<file path="config.mk">
export PLATFORM = sky130hd
export DESIGN_NAME = flow_tuple_hash_steering
export DESIGN_NICKNAME = d
export VERILOG_FILES = /design/src/sv/fths_pkg.sv /design/src/sv/fths_ctrl.sv /design/src/sv/fths_dp.sv /design/src/sv/flow_tuple_hash_steering.sv
export SDC_FILE = /design/constraint.sdc
export NUM_CORES = 2
export LEC_CHECK = 0
export ABC_AREA = 1
export BUFFER_PORTS_ARGS = -buffer_cell sky130_fd_sc_hd__buf_2
export CAP_MARGIN = 5
export CORE_MARGIN = 2
export CORE_UTILIZATION = 50
export CTS_CLUSTER_SIZE = 16
export DETAILED_ROUTE_END_ITERATION = 8
export MAX_ROUTING_LAYER = met4
export PLACE_DENSITY = 0.7
export SYNTH_ARGS = -nofsm -noshare
export SYNTH_HDL_FRONTEND = slang
export SYNTH_SLANG_ARGS = --single-unit
</file>
<file path="constraint.sdc">
create_clock -name clk_i -period 7.2 [get_ports clk_i]
set_input_delay 0.72 -clock clk_i [delete_from_list [all_inputs] [get_ports clk_i]]
set_output_delay 0.72 -clock clk_i [all_outputs]
set_load 0.01 [all_outputs]
</file>
<file path="src/sv/fths_pkg.sv">
package fths_pkg;

  localparam int unsigned MAX_FRAME_BYTES = 4096;
  localparam int unsigned QUEUE_CAP       = 64;

  localparam int unsigned CNT_W  = $clog2(MAX_FRAME_BYTES);
  localparam int unsigned LEN_W  = CNT_W + 1;
  localparam int unsigned NQ_W   = 7;
  localparam int unsigned Q_W    = 6;
  localparam int unsigned DIV_W  = 32;
  localparam int unsigned STEP_W = $clog2(DIV_W);

  localparam logic [CNT_W-1:0] CNT_MAX = CNT_W'(MAX_FRAME_BYTES - 1);
  localparam logic [NQ_W-1:0]  NQ_MAX  = NQ_W'(QUEUE_CAP);

  localparam logic [15:0] ETH_IPV4  = 16'h0800;
  localparam logic [7:0]  PROTO_TCP = 8'd6;
  localparam logic [7:0]  PROTO_UDP = 8'd17;
  localparam logic [31:0] MIX_C1    = 32'h85eb_ca6b;
  localparam logic [31:0] MIX_C2    = 32'hc2b2_ae35;

  // configuration register indexes
  localparam int unsigned CFG_IDX_W = 2;
  localparam logic [CFG_IDX_W-1:0] CFG_NUM_QUEUES     = 2'd0;
  localparam logic [CFG_IDX_W-1:0] CFG_FALLBACK_MODE  = 2'd1;
  localparam logic [CFG_IDX_W-1:0] CFG_FALLBACK_INDEX = 2'd2;

  typedef struct packed {
    logic [7:0] pkt_byte;
    logic       last_byte;
  } in_word_t;

  typedef struct packed {
    logic        parsed_ok;
    logic [31:0] flow_hash;
    logic [5:0]  target_queue;
    logic [31:0] src_ip;
    logic [31:0] dst_ip;
    logic [15:0] l4_sport;
    logic [15:0] l4_dport;
    logic [7:0]  protocol;
  } out_word_t;

  typedef struct packed {
    logic [NQ_W-1:0] num_queues;
    logic            fallback_mode;
    logic [7:0]      fallback_index;
  } cfg_t;

  // controller -> datapath
  typedef struct packed {
    logic take_byte;
    logic check;
    logic mul1;
    logic mul2;
    logic fin;
    logic div_step;
    logic load_out;
  } cmd_t;

  // datapath -> controller
  typedef struct packed {
    logic out_free;
  } sts_t;

endpackage

</file>
<file path="src/sv/fths_ctrl.sv">
module fths_ctrl import fths_pkg::*; (
  input  logic clk_i,
  input  logic rst_ni,
  input  logic in_valid_i,
  input  logic in_last_i,
  output logic in_stall_o,
  output cmd_t cmd_o,
  input  sts_t sts_i
);

  localparam logic [2:0] ST_CAP   = 3'd0;
  localparam logic [2:0] ST_CHECK = 3'd1;
  localparam logic [2:0] ST_MUL1  = 3'd2;
  localparam logic [2:0] ST_MUL2  = 3'd3;
  localparam logic [2:0] ST_FIN   = 3'd4;
  localparam logic [2:0] ST_DIV   = 3'd5;
  localparam logic [2:0] ST_DONE  = 3'd6;

  logic [2:0]        state_q, state_d;
  logic [STEP_W-1:0] step_q, step_d;

  assign in_stall_o = (state_q != ST_CAP);

  always_comb begin
    state_d = state_q;
    step_d  = step_q;
    cmd_o   = '0;
    case (state_q)
      ST_CAP: begin
        cmd_o.take_byte = in_valid_i;
        if (in_valid_i && in_last_i) begin
          state_d = ST_CHECK;
        end
      end
      ST_CHECK: begin
        cmd_o.check = 1'b1;
        state_d = ST_MUL1;
      end
      ST_MUL1: begin
        cmd_o.mul1 = 1'b1;
        state_d = ST_MUL2;
      end
      ST_MUL2: begin
        cmd_o.mul2 = 1'b1;
        state_d = ST_FIN;
      end
      ST_FIN: begin
        cmd_o.fin = 1'b1;
        step_d  = '0;
        state_d = ST_DIV;
      end
      ST_DIV: begin
        cmd_o.div_step = 1'b1;
        step_d = step_q + 1'b1;
        if (step_q == STEP_W'(DIV_W - 1)) begin
          state_d = ST_DONE;
        end
      end
      ST_DONE: begin
        if (sts_i.out_free) begin
          cmd_o.load_out = 1'b1;
          state_d = ST_CAP;
        end
      end
      default: begin
        state_d = ST_CAP;
      end
    endcase
  end

  always_ff @(posedge clk_i or negedge rst_ni) begin
    if (!rst_ni) begin
      state_q <= ST_CAP;
      step_q  <= '0;
    end else begin
      state_q <= state_d;
      step_q  <= step_d;
    end
  end

endmodule

</file>
<file path="src/sv/fths_dp.sv">
module fths_dp import fths_pkg::*; (
  input  logic      clk_i,
  input  logic      rst_ni,
  input  cfg_t      cfg_i,
  input  in_word_t  in_word_i,
  input  cmd_t      cmd_i,
  output sts_t      sts_o,
  output logic      out_valid_o,
  input  logic      out_stall_i,
  output out_word_t out_word_o
);

  // capture state
  logic [CNT_W-1:0] cnt_q, cnt_d;
  logic [LEN_W-1:0] len_q, len_d;
  logic [15:0]      etype_q, etype_d;
  logic [3:0]       words_q, words_d;
  logic [7:0]       proto_q, proto_d;
  logic [31:0]      src_q, src_d;
  logic [31:0]      dst_q, dst_d;
  logic [15:0]      sport_q, sport_d;
  logic [15:0]      dport_q, dport_d;
  logic [31:0]      rr_q;

  // finish state
  logic             ok_q;
  logic [NQ_W-1:0]  nq_q;
  logic [31:0]      hash_q;
  logic [DIV_W-1:0] div_q;
  logic [Q_W-1:0]   rem_q;
  logic             out_valid_q;
  out_word_t        out_q;

  logic [7:0]       b;
  logic [3:0]       words_now;
  logic [CNT_W-1:0] port_off, port_diff;
  logic [1:0]       lane;

  always_comb begin
    b         = in_word_i.pkt_byte;
    cnt_d     = cnt_q;
    len_d     = len_q;
    etype_d   = etype_q;
    words_d   = words_q;
    proto_d   = proto_q;
    src_d     = src_q;
    dst_d     = dst_q;
    sport_d   = sport_q;
    dport_d   = dport_q;
    lane      = cnt_q[1:0] + 2'd2;
    words_now = (cnt_q == CNT_W'(14)) ? b[3:0] : words_q;
    port_off  = CNT_W'({words_now, 2'b00}) + CNT_W'(14);
    port_diff = cnt_q - port_off;
    if (cmd_i.take_byte) begin
      if (cnt_q == CNT_W'(12)) begin
        etype_d[15:8] = b;
      end else if (cnt_q == CNT_W'(13)) begin
        etype_d[7:0] = b;
      end else if (cnt_q == CNT_W'(14)) begin
        words_d = b[3:0];
      end else if (cnt_q == CNT_W'(23)) begin
        proto_d = b;
      end else if (cnt_q >= CNT_W'(26) && cnt_q <= CNT_W'(29)) begin
        src_d[{lane, 3'b000} +: 8] = src_q[{lane, 3'b000} +: 8] | b;
      end else if (cnt_q >= CNT_W'(30) && cnt_q <= CNT_W'(33)) begin
        dst_d[{lane, 3'b000} +: 8] = dst_q[{lane, 3'b000} +: 8] | b;
      end
      // ports may start at byte 14 itself
      if (cnt_q >= port_off && port_diff < CNT_W'(4)) begin
        case (port_diff[1:0])
          2'd0:    sport_d[15:8] = b;
          2'd1:    sport_d[7:0]  = b;
          2'd2:    dport_d[15:8] = b;
          default: dport_d[7:0]  = b;
        endcase
      end
      if (in_word_i.last_byte) begin
        len_d = LEN_W'(cnt_q) + 1'b1;
        cnt_d = '0;
      end else if (cnt_q < CNT_MAX) begin
        cnt_d = cnt_q + 1'b1;
      end
    end
    if (cmd_i.load_out) begin
      etype_d = '0;
      words_d = '0;
      proto_d = '0;
      src_d   = '0;
      dst_d   = '0;
      sport_d = '0;
      dport_d = '0;
    end
  end

  // frame checks, valid once the last byte is in
  logic             is_l4;
  logic [LEN_W-1:0] l4_off;
  logic             parse_ok;
  logic [15:0]      sp_sel, dp_sel;
  logic [31:0]      h0;

  always_comb begin
    is_l4    = (proto_q == PROTO_TCP) || (proto_q == PROTO_UDP);
    l4_off   = LEN_W'({words_q, 2'b00}) + LEN_W'(14);
    parse_ok = (len_q >= LEN_W'(34)) && (etype_q == ETH_IPV4);
    if (proto_q == PROTO_TCP && len_q < l4_off + LEN_W'(20)) begin
      parse_ok = 1'b0;
    end
    if (proto_q == PROTO_UDP && len_q < l4_off + LEN_W'(8)) begin
      parse_ok = 1'b0;
    end
    sp_sel = is_l4 ? sport_q : 16'h0;
    dp_sel = is_l4 ? dport_q : 16'h0;
    h0     = src_q ^ dst_q ^ {sp_sel, dp_sel} ^ {24'h0, proto_q};
  end

  // one shared 32x32 multiplier, low word kept
  logic [31:0] mul_a, mul_b;
  logic [31:0] mul_lo;

  always_comb begin
    if (cmd_i.mul2) begin
      mul_a = hash_q ^ (hash_q >> 13);
      mul_b = MIX_C2;
    end else begin
      mul_a = hash_q;
      mul_b = MIX_C1;
    end
    mul_lo = mul_a * mul_b;
  end

  // restoring remainder, one dividend bit per step
  logic [NQ_W-1:0] trial, trial_red;

  always_comb begin
    trial     = {rem_q, div_q[DIV_W-1]};
    trial_red = (trial >= nq_q) ? (trial - nq_q) : trial;
  end

  logic [NQ_W-1:0] nq_eff;

  always_comb begin
    nq_eff = cfg_i.num_queues;
    if (nq_eff == '0) begin
      nq_eff = NQ_W'(1);
    end
    if (nq_eff > NQ_MAX) begin
      nq_eff = NQ_MAX;
    end
  end

  always_ff @(posedge clk_i) begin
    if (cmd_i.check) begin
      ok_q   <= parse_ok;
      nq_q   <= nq_eff;
      hash_q <= h0 ^ (h0 >> 16);
      if (cfg_i.fallback_mode) begin
        div_q <= {24'h0, cfg_i.fallback_index};
      end else begin
        div_q <= rr_q;
      end
    end
    if (cmd_i.mul1 || cmd_i.mul2) begin
      hash_q <= mul_lo;
    end
    if (cmd_i.fin) begin
      rem_q <= '0;
      if (ok_q) begin
        hash_q <= hash_q ^ (hash_q >> 16);
        div_q  <= hash_q ^ (hash_q >> 16);
      end else begin
        hash_q <= '0;
      end
    end
    if (cmd_i.div_step) begin
      rem_q <= trial_red[Q_W-1:0];
      div_q <= {div_q[DIV_W-2:0], 1'b0};
    end
    if (cmd_i.load_out) begin
      out_q.parsed_ok    <= ok_q;
      out_q.flow_hash    <= hash_q;
      out_q.target_queue <= rem_q;
      out_q.src_ip       <= ok_q ? src_q : 32'h0;
      out_q.dst_ip       <= ok_q ? dst_q : 32'h0;
      out_q.l4_sport     <= ok_q ? sp_sel : 16'h0;
      out_q.l4_dport     <= ok_q ? dp_sel : 16'h0;
      out_q.protocol     <= ok_q ? proto_q : 8'h0;
    end
  end

  always_ff @(posedge clk_i or negedge rst_ni) begin
    if (!rst_ni) begin
      cnt_q       <= '0;
      len_q       <= '0;
      etype_q     <= '0;
      words_q     <= '0;
      proto_q     <= '0;
      src_q       <= '0;
      dst_q       <= '0;
      sport_q     <= '0;
      dport_q     <= '0;
      rr_q        <= '0;
      out_valid_q <= 1'b0;
    end else begin
      cnt_q   <= cnt_d;
      len_q   <= len_d;
      etype_q <= etype_d;
      words_q <= words_d;
      proto_q <= proto_d;
      src_q   <= src_d;
      dst_q   <= dst_d;
      sport_q <= sport_d;
      dport_q <= dport_d;
      if (cmd_i.check && !parse_ok && !cfg_i.fallback_mode) begin
        rr_q <= rr_q + 32'd1;
      end
      if (cmd_i.load_out) begin
        out_valid_q <= 1'b1;
      end else if (!out_stall_i) begin
        out_valid_q <= 1'b0;
      end
    end
  end

  assign sts_o.out_free = !out_valid_q || !out_stall_i;
  assign out_valid_o    = out_valid_q;
  assign out_word_o     = out_q;

endmodule

</file>
<file path="src/sv/flow_tuple_hash_steering.sv">
// Five-tuple flow hash steering. Frame bytes enter one word per cycle in wire
// order, the final byte flagged by last_byte. The block picks the ethertype,
// IPv4 header length, protocol, addresses (little-endian loads) and TCP/UDP
// ports out of the stream, and after the final byte emits one result word: the
// five-tuple, a murmur-finalizer hash and hash mod num_queues, or for frames
// that do not parse a queue from a round-robin counter or a fixed fallback
// index. Rate: header and payload bytes are taken at one word per cycle when
// the input is not stalled; after the last byte the input stalls for the parse
// check, two passes through the single 32x32 multiplier, final mix, a 32-step
// bit-serial remainder unit and the hand-off into the output register, and
// longer while the result waits for a free output register.
// The result sits in an output register, so the next frame streams in while
// it waits to be taken. Config words are taken at any time (ready is tied
// high) but should only be written while no frame is in flight.
module flow_tuple_hash_steering import fths_pkg::*; (
  input  logic                 clk_i,
  input  logic                 rst_ni,
  // byte stream in
  input  logic                 in_valid_i,
  output logic                 in_stall_o,
  input  in_word_t             in_word_i,
  // result out
  output logic                 out_valid_o,
  input  logic                 out_stall_i,
  output out_word_t            out_word_o,
  // config writes
  input  logic                 cfg_valid_i,
  output logic                 cfg_ready_o,
  input  logic [CFG_IDX_W-1:0] cfg_index_i,
  input  logic [7:0]           cfg_data_i
);

  cfg_t cfg_q;
  cmd_t cmd;
  sts_t sts;

  // config registers; unknown indexes are dropped
  assign cfg_ready_o = 1'b1;

  always_ff @(posedge clk_i or negedge rst_ni) begin
    if (!rst_ni) begin
      cfg_q.num_queues     <= NQ_W'(4);
      cfg_q.fallback_mode  <= 1'b0;
      cfg_q.fallback_index <= 8'h0;
    end else if (cfg_valid_i) begin
      case (cfg_index_i)
        CFG_NUM_QUEUES:     cfg_q.num_queues     <= cfg_data_i[NQ_W-1:0];
        CFG_FALLBACK_MODE:  cfg_q.fallback_mode  <= cfg_data_i[0];
        CFG_FALLBACK_INDEX: cfg_q.fallback_index <= cfg_data_i;
        default: begin
        end
      endcase
    end
  end

  // sequencer: capture, check, mix, remainder, hand-off
  fths_ctrl u_ctrl (
    .clk_i      (clk_i),
    .rst_ni     (rst_ni),
    .in_valid_i (in_valid_i),
    .in_last_i  (in_word_i.last_byte),
    .in_stall_o (in_stall_o),
    .cmd_o      (cmd),
    .sts_i      (sts)
  );

  // header capture, hash mixer, remainder unit and output register
  fths_dp u_dp (
    .clk_i       (clk_i),
    .rst_ni      (rst_ni),
    .cfg_i       (cfg_q),
    .in_word_i   (in_word_i),
    .cmd_i       (cmd),
    .sts_o       (sts),
    .out_valid_o (out_valid_o),
    .out_stall_i (out_stall_i),
    .out_word_o  (out_word_o)
  );

endmodule
</file>
==> impl_metrics.csv <==
group,metric,value,unit
yosys,synth-edff-count,189,
worst_setup_path,path_class,"reg -> reg",
yosys,synth_flop_cell,"dfrtp_1",
flow_run,maxCapViolCount,0,
die,num_rows,95,
yosys,netlist_area,0.0338,mm^2
yosys,synthAdderAreaFrac,0.266,
worst_setup_path,crit_path_max_fanout,4,
clock_tree,hold_buffers,0,
yosys,muxShareOfSynthArea,0.000333,
global_routing,grt_antenna_before_repair,1,
detailed_routing,routed-via-count,28300,
worst_setup_path,cp.required,7.57,ns
timing,slew_headroom,0.171,
placed_design,dpl_cell_area,0.0375,mm^2
yosys,synthCells,3909,
detailed_routing,finalWirelength,111000,um
detailed_routing,drt-vias-per-instance,5.37,
placed_design,gp_congestion,1.02,
global_routing,grt_overflow,0,
timing,final_max_slew_viol_count,0,
worst_setup_path,arrival,7.55,ns
clock_tree,clk_path_buf_depth,3,
layout,antenna_cells,0,
detailed_routing,drc,0,
die,fp.dieH,264,um
layout,fillCellCount,5796,
layout,final_cell_area,0.0411,mm^2
placed_design,io_buffers,168,
clock_tree,cts-buffers-inserted,47,
detailed_routing,drtIter0Drc,2641,
worst_setup_path,crit_top_cell,"nand2_1",
min_path,hold_path_class,"in -> async",
yosys,synth_compound_area_frac,0.0948,
die,die_area,0.0697,mm^2
detailed_routing,wl_per_cell,21.1,um
layout,drive_above_1_share,0.204,
layout,fin_cells,5273,
yosys,ys_ff_latch,426,
clock_tree,clk_latency,0.61,ns
detailed_routing,ant_nets,0,
yosys,yosysSeqAreaShare,0.339,
detailed_routing,first_pass_iters,5,
layout,synthToLayoutAreaGrowth,21.7,%
clock_tree,clk_pin_slew,0.06,ns
timing,fmax,0.139,GHz
yosys,ys_types,59,
layout,final_core_util,0.613,
timing,setup_viol,0,
die,die_x,264,um
die,design.core.area,0.0670,mm^2
timing,skew,0.0271,ns
worst_setup_path,end_kind,"flop",
clock_tree,cts.sinks,426,
worst_setup_path,start_kind,"flop",
yosys,avgSynthCellArea,8.65,um^2
yosys,synth_top_family_by_area,"adder cells",
clock_tree,h-tree-depth,2,
status,status,"finished, final reports clean",
global_routing,grt_pass1_vias,27900,
yosys,ys_async_sr_fraction,0.481,
timing,finalCritPeriodShare,0.997,
worst_setup_path,slowest_stage,"fa_2",
global_routing,grt_first_pass_wirelength,167000,um
worst_setup_path,slowest_delay,0.62,ns
clock_tree,ctsRootBufferMaster,"clkbuf_16",
timing,worst_pin_slew,1.24,ns
placed_design,post-place-cells,5125,
global_routing,grt_max_degree,75,
clock_tree,cts_tree,"yes",
yosys,synth_xor_area_frac,0.0430,
yosys,synthSimpleGateAreaFrac,0.146,
yosys,ys_warn_count,0,
timing,rsz0062_at_grt,"yes",
layout,layout.nets,4931,
placed_design,place_hpwl,87300,um
timing,hold_viol_final,0,
timing,min_period,7.18,ns
die,start_util,0.504,
global_routing,grt_usage,0.326,
die,ios,170,
-- worst max-delay path, delay by kind of cell, from the launching register on --
family / cells / cell delay, ns
xor gates and xnor gates: 2 / 0.30
and+or+nand+nor: 14 / 1.16
DFF: 1 / 0.40
adders and majority gates: 8 / 3.90
buffers and inverters: 11 / 1.14
-- path summary, 6_finish.rpt --
check | to | slack, ns | startpoint | depth (start not counted)
max in group asynchronous | u_dp.dst_q[15]$_DFFE_PN0P_ | 5.67 | rst_ni | 2
worst min-delay path | cfg_q[7]$_DFFE_PN0P_ | 0.10 | rst_ni | 1
min in group clk_i | u_dp.len_q[12]$_DFFE_PN0P_ | 0.33 | in_word_i[0] | 2
worst max-delay path | u_dp.hash_q[31]$_DFFE_PP_ | 0.02 | u_ctrl.state_q[1]$_DFFE_PN0P_ | 35
worst max register to register | u_dp.hash_q[31]$_DFFE_PP_ | 0.02 | u_ctrl.state_q[1]$_DFFE_PN0P_ | 35
worst min register to register | u_dp.div_q[25]$_DFF_P_ | 0.46 | u_dp.div_q[24]$_DFF_P_ | 2
-- Yosys cell counts (2+ instances only) --
master      n  area [um^2]
a211oi_1   20          150
a21boi_0    3         22.5
a21o_1      9         67.6
a21oi_1   119          596
a21oi_2     2         17.5
a221oi_1    3         26.3
a22o_1      8         70.1
a31o_2      2         17.5
a31oi_1    20          125
buf_1      10         37.5
buf_2      16         80.1
buf_4       4         30.0
clkbuf_1   96          360
clkinv_1    2         7.51
conb_1      2         7.51
dfrtp_1   204         5100
dfxtp_1    32          641
edfxtp_1  189         5680
fa_1      288         5770
ha_1      258         3230
inv_1     846         3180
inv_2       7         26.3
nand2_1   695         2610
nand2_2     2         12.5
nand3_1   134          671
nand3_2     2         20.0
nand3b_1    5         37.5
nand4_1    11         68.8
nor2_1    291         1090
nor2_2      3         18.8
nor2_4      3         33.8
nor3_1     28          140
nor4_1     21          131
o211ai_1    9         67.6
o21a_1      4         30.0
o21ai_0   308         1540
o21ai_1    20          100
o21bai_1    4         30.0
o221ai_1    5         43.8
o22ai_1    16          100
o31ai_1    19          143
or2_2       8         50.1
xnor2_1    49          429
xor2_1    117         1020
-- cells in the final DEF, fill, tap and decap left out, drive strengths merged, types with 5 or more instances in the layout --
master,Yosys,final
o21ai,328,328
dfxtp,32,32
nand3b,5,5
nor4,21,21
a21oi,121,121
nor3,29,29
clkinv,2,14
nand2,697,697
edfxtp,189,189
or2,8,8
xor2,117,117
inv,853,855
o22ai,16,16
buf,31,523
a22o,8,8
clkbuf,96,72
nor2,298,298
ha,258,258
a211oi,20,20
xnor2,49,49
o31ai,19,19
o211ai,9,9
o221ai,5,5
a31oi,20,20
fa,288,288
nand4,12,12
nand3,136,136
a21o,9,9
dfrtp,204,204
-- repair_timing --
item                       4_1_cts  5_1_grt
pin swaps                       26      184
gates resized for setup         87      312
gates cloned                     2        5
setup endpoints to repair       17       20
setup buffers                   12       43
-- routing by layer --
metal  track usage  up-vias  wire [um]
met3        0.0393      287       7350
li1              -    13200          -
met4         0.152        0       6440
met5             -        -          0
met1         0.414    13700      44600
met2         0.523     1135      52700
-- logic make-up (layout without fill, tap and decap cells) --
group           Yosys count  after routing
buf+inv                 982           1472
mux                       1              1
simple gates           1209           1209
other cells               2              3
compound gates          577            577
xor+xnor                166            166
fa+ha+maj               546            546
flops                   426            426
-- cell type report --
cell class	instances	area [um^2]	area share
multi-input combinational	2502	19900	0.485
inverter	855	3230	0.0786
tap	873	1090	0.0266
timing repair buffer	529	3840	0.0934
clock inverter	22	282	0.00685
clock buffer	66	1280	0.0311
sequential	426	11400	0.278
-- metrics by stage --
step	hold WS [ns]	setup TNS, ns	setup WS, ns
2_1_floorplan	0.424	0	0.00832
3_3_place_gp	0.442	-3.18	-0.309
3_5_place_dp	0.447	-3.41	-0.289
4_1_cts	0.120	-0.0720	-0.0245
5_1_grt	0.142	-1.76	-0.206
6_report	0.104	0	0.0225
-- sequential cells by signal (all words and copies together), names as in the netlist, 8 cells and up --
register and flops:
u_dp.sport_q 16, u_dp.src_q 32, u_dp.div_q 32, cfg_q 16, u_dp.cnt_q 12, u_dp.rr_q 32, u_dp.out_word_o 143, u_dp.len_q 12
u_dp.etype_q 16, u_dp.proto_q 8, u_dp.dst_q 32, u_dp.hash_q 32, u_dp.dport_q 16
Power is not shown: default switching activity piles up to over one toggle a cycle in this logic, so the estimate is an artifact.
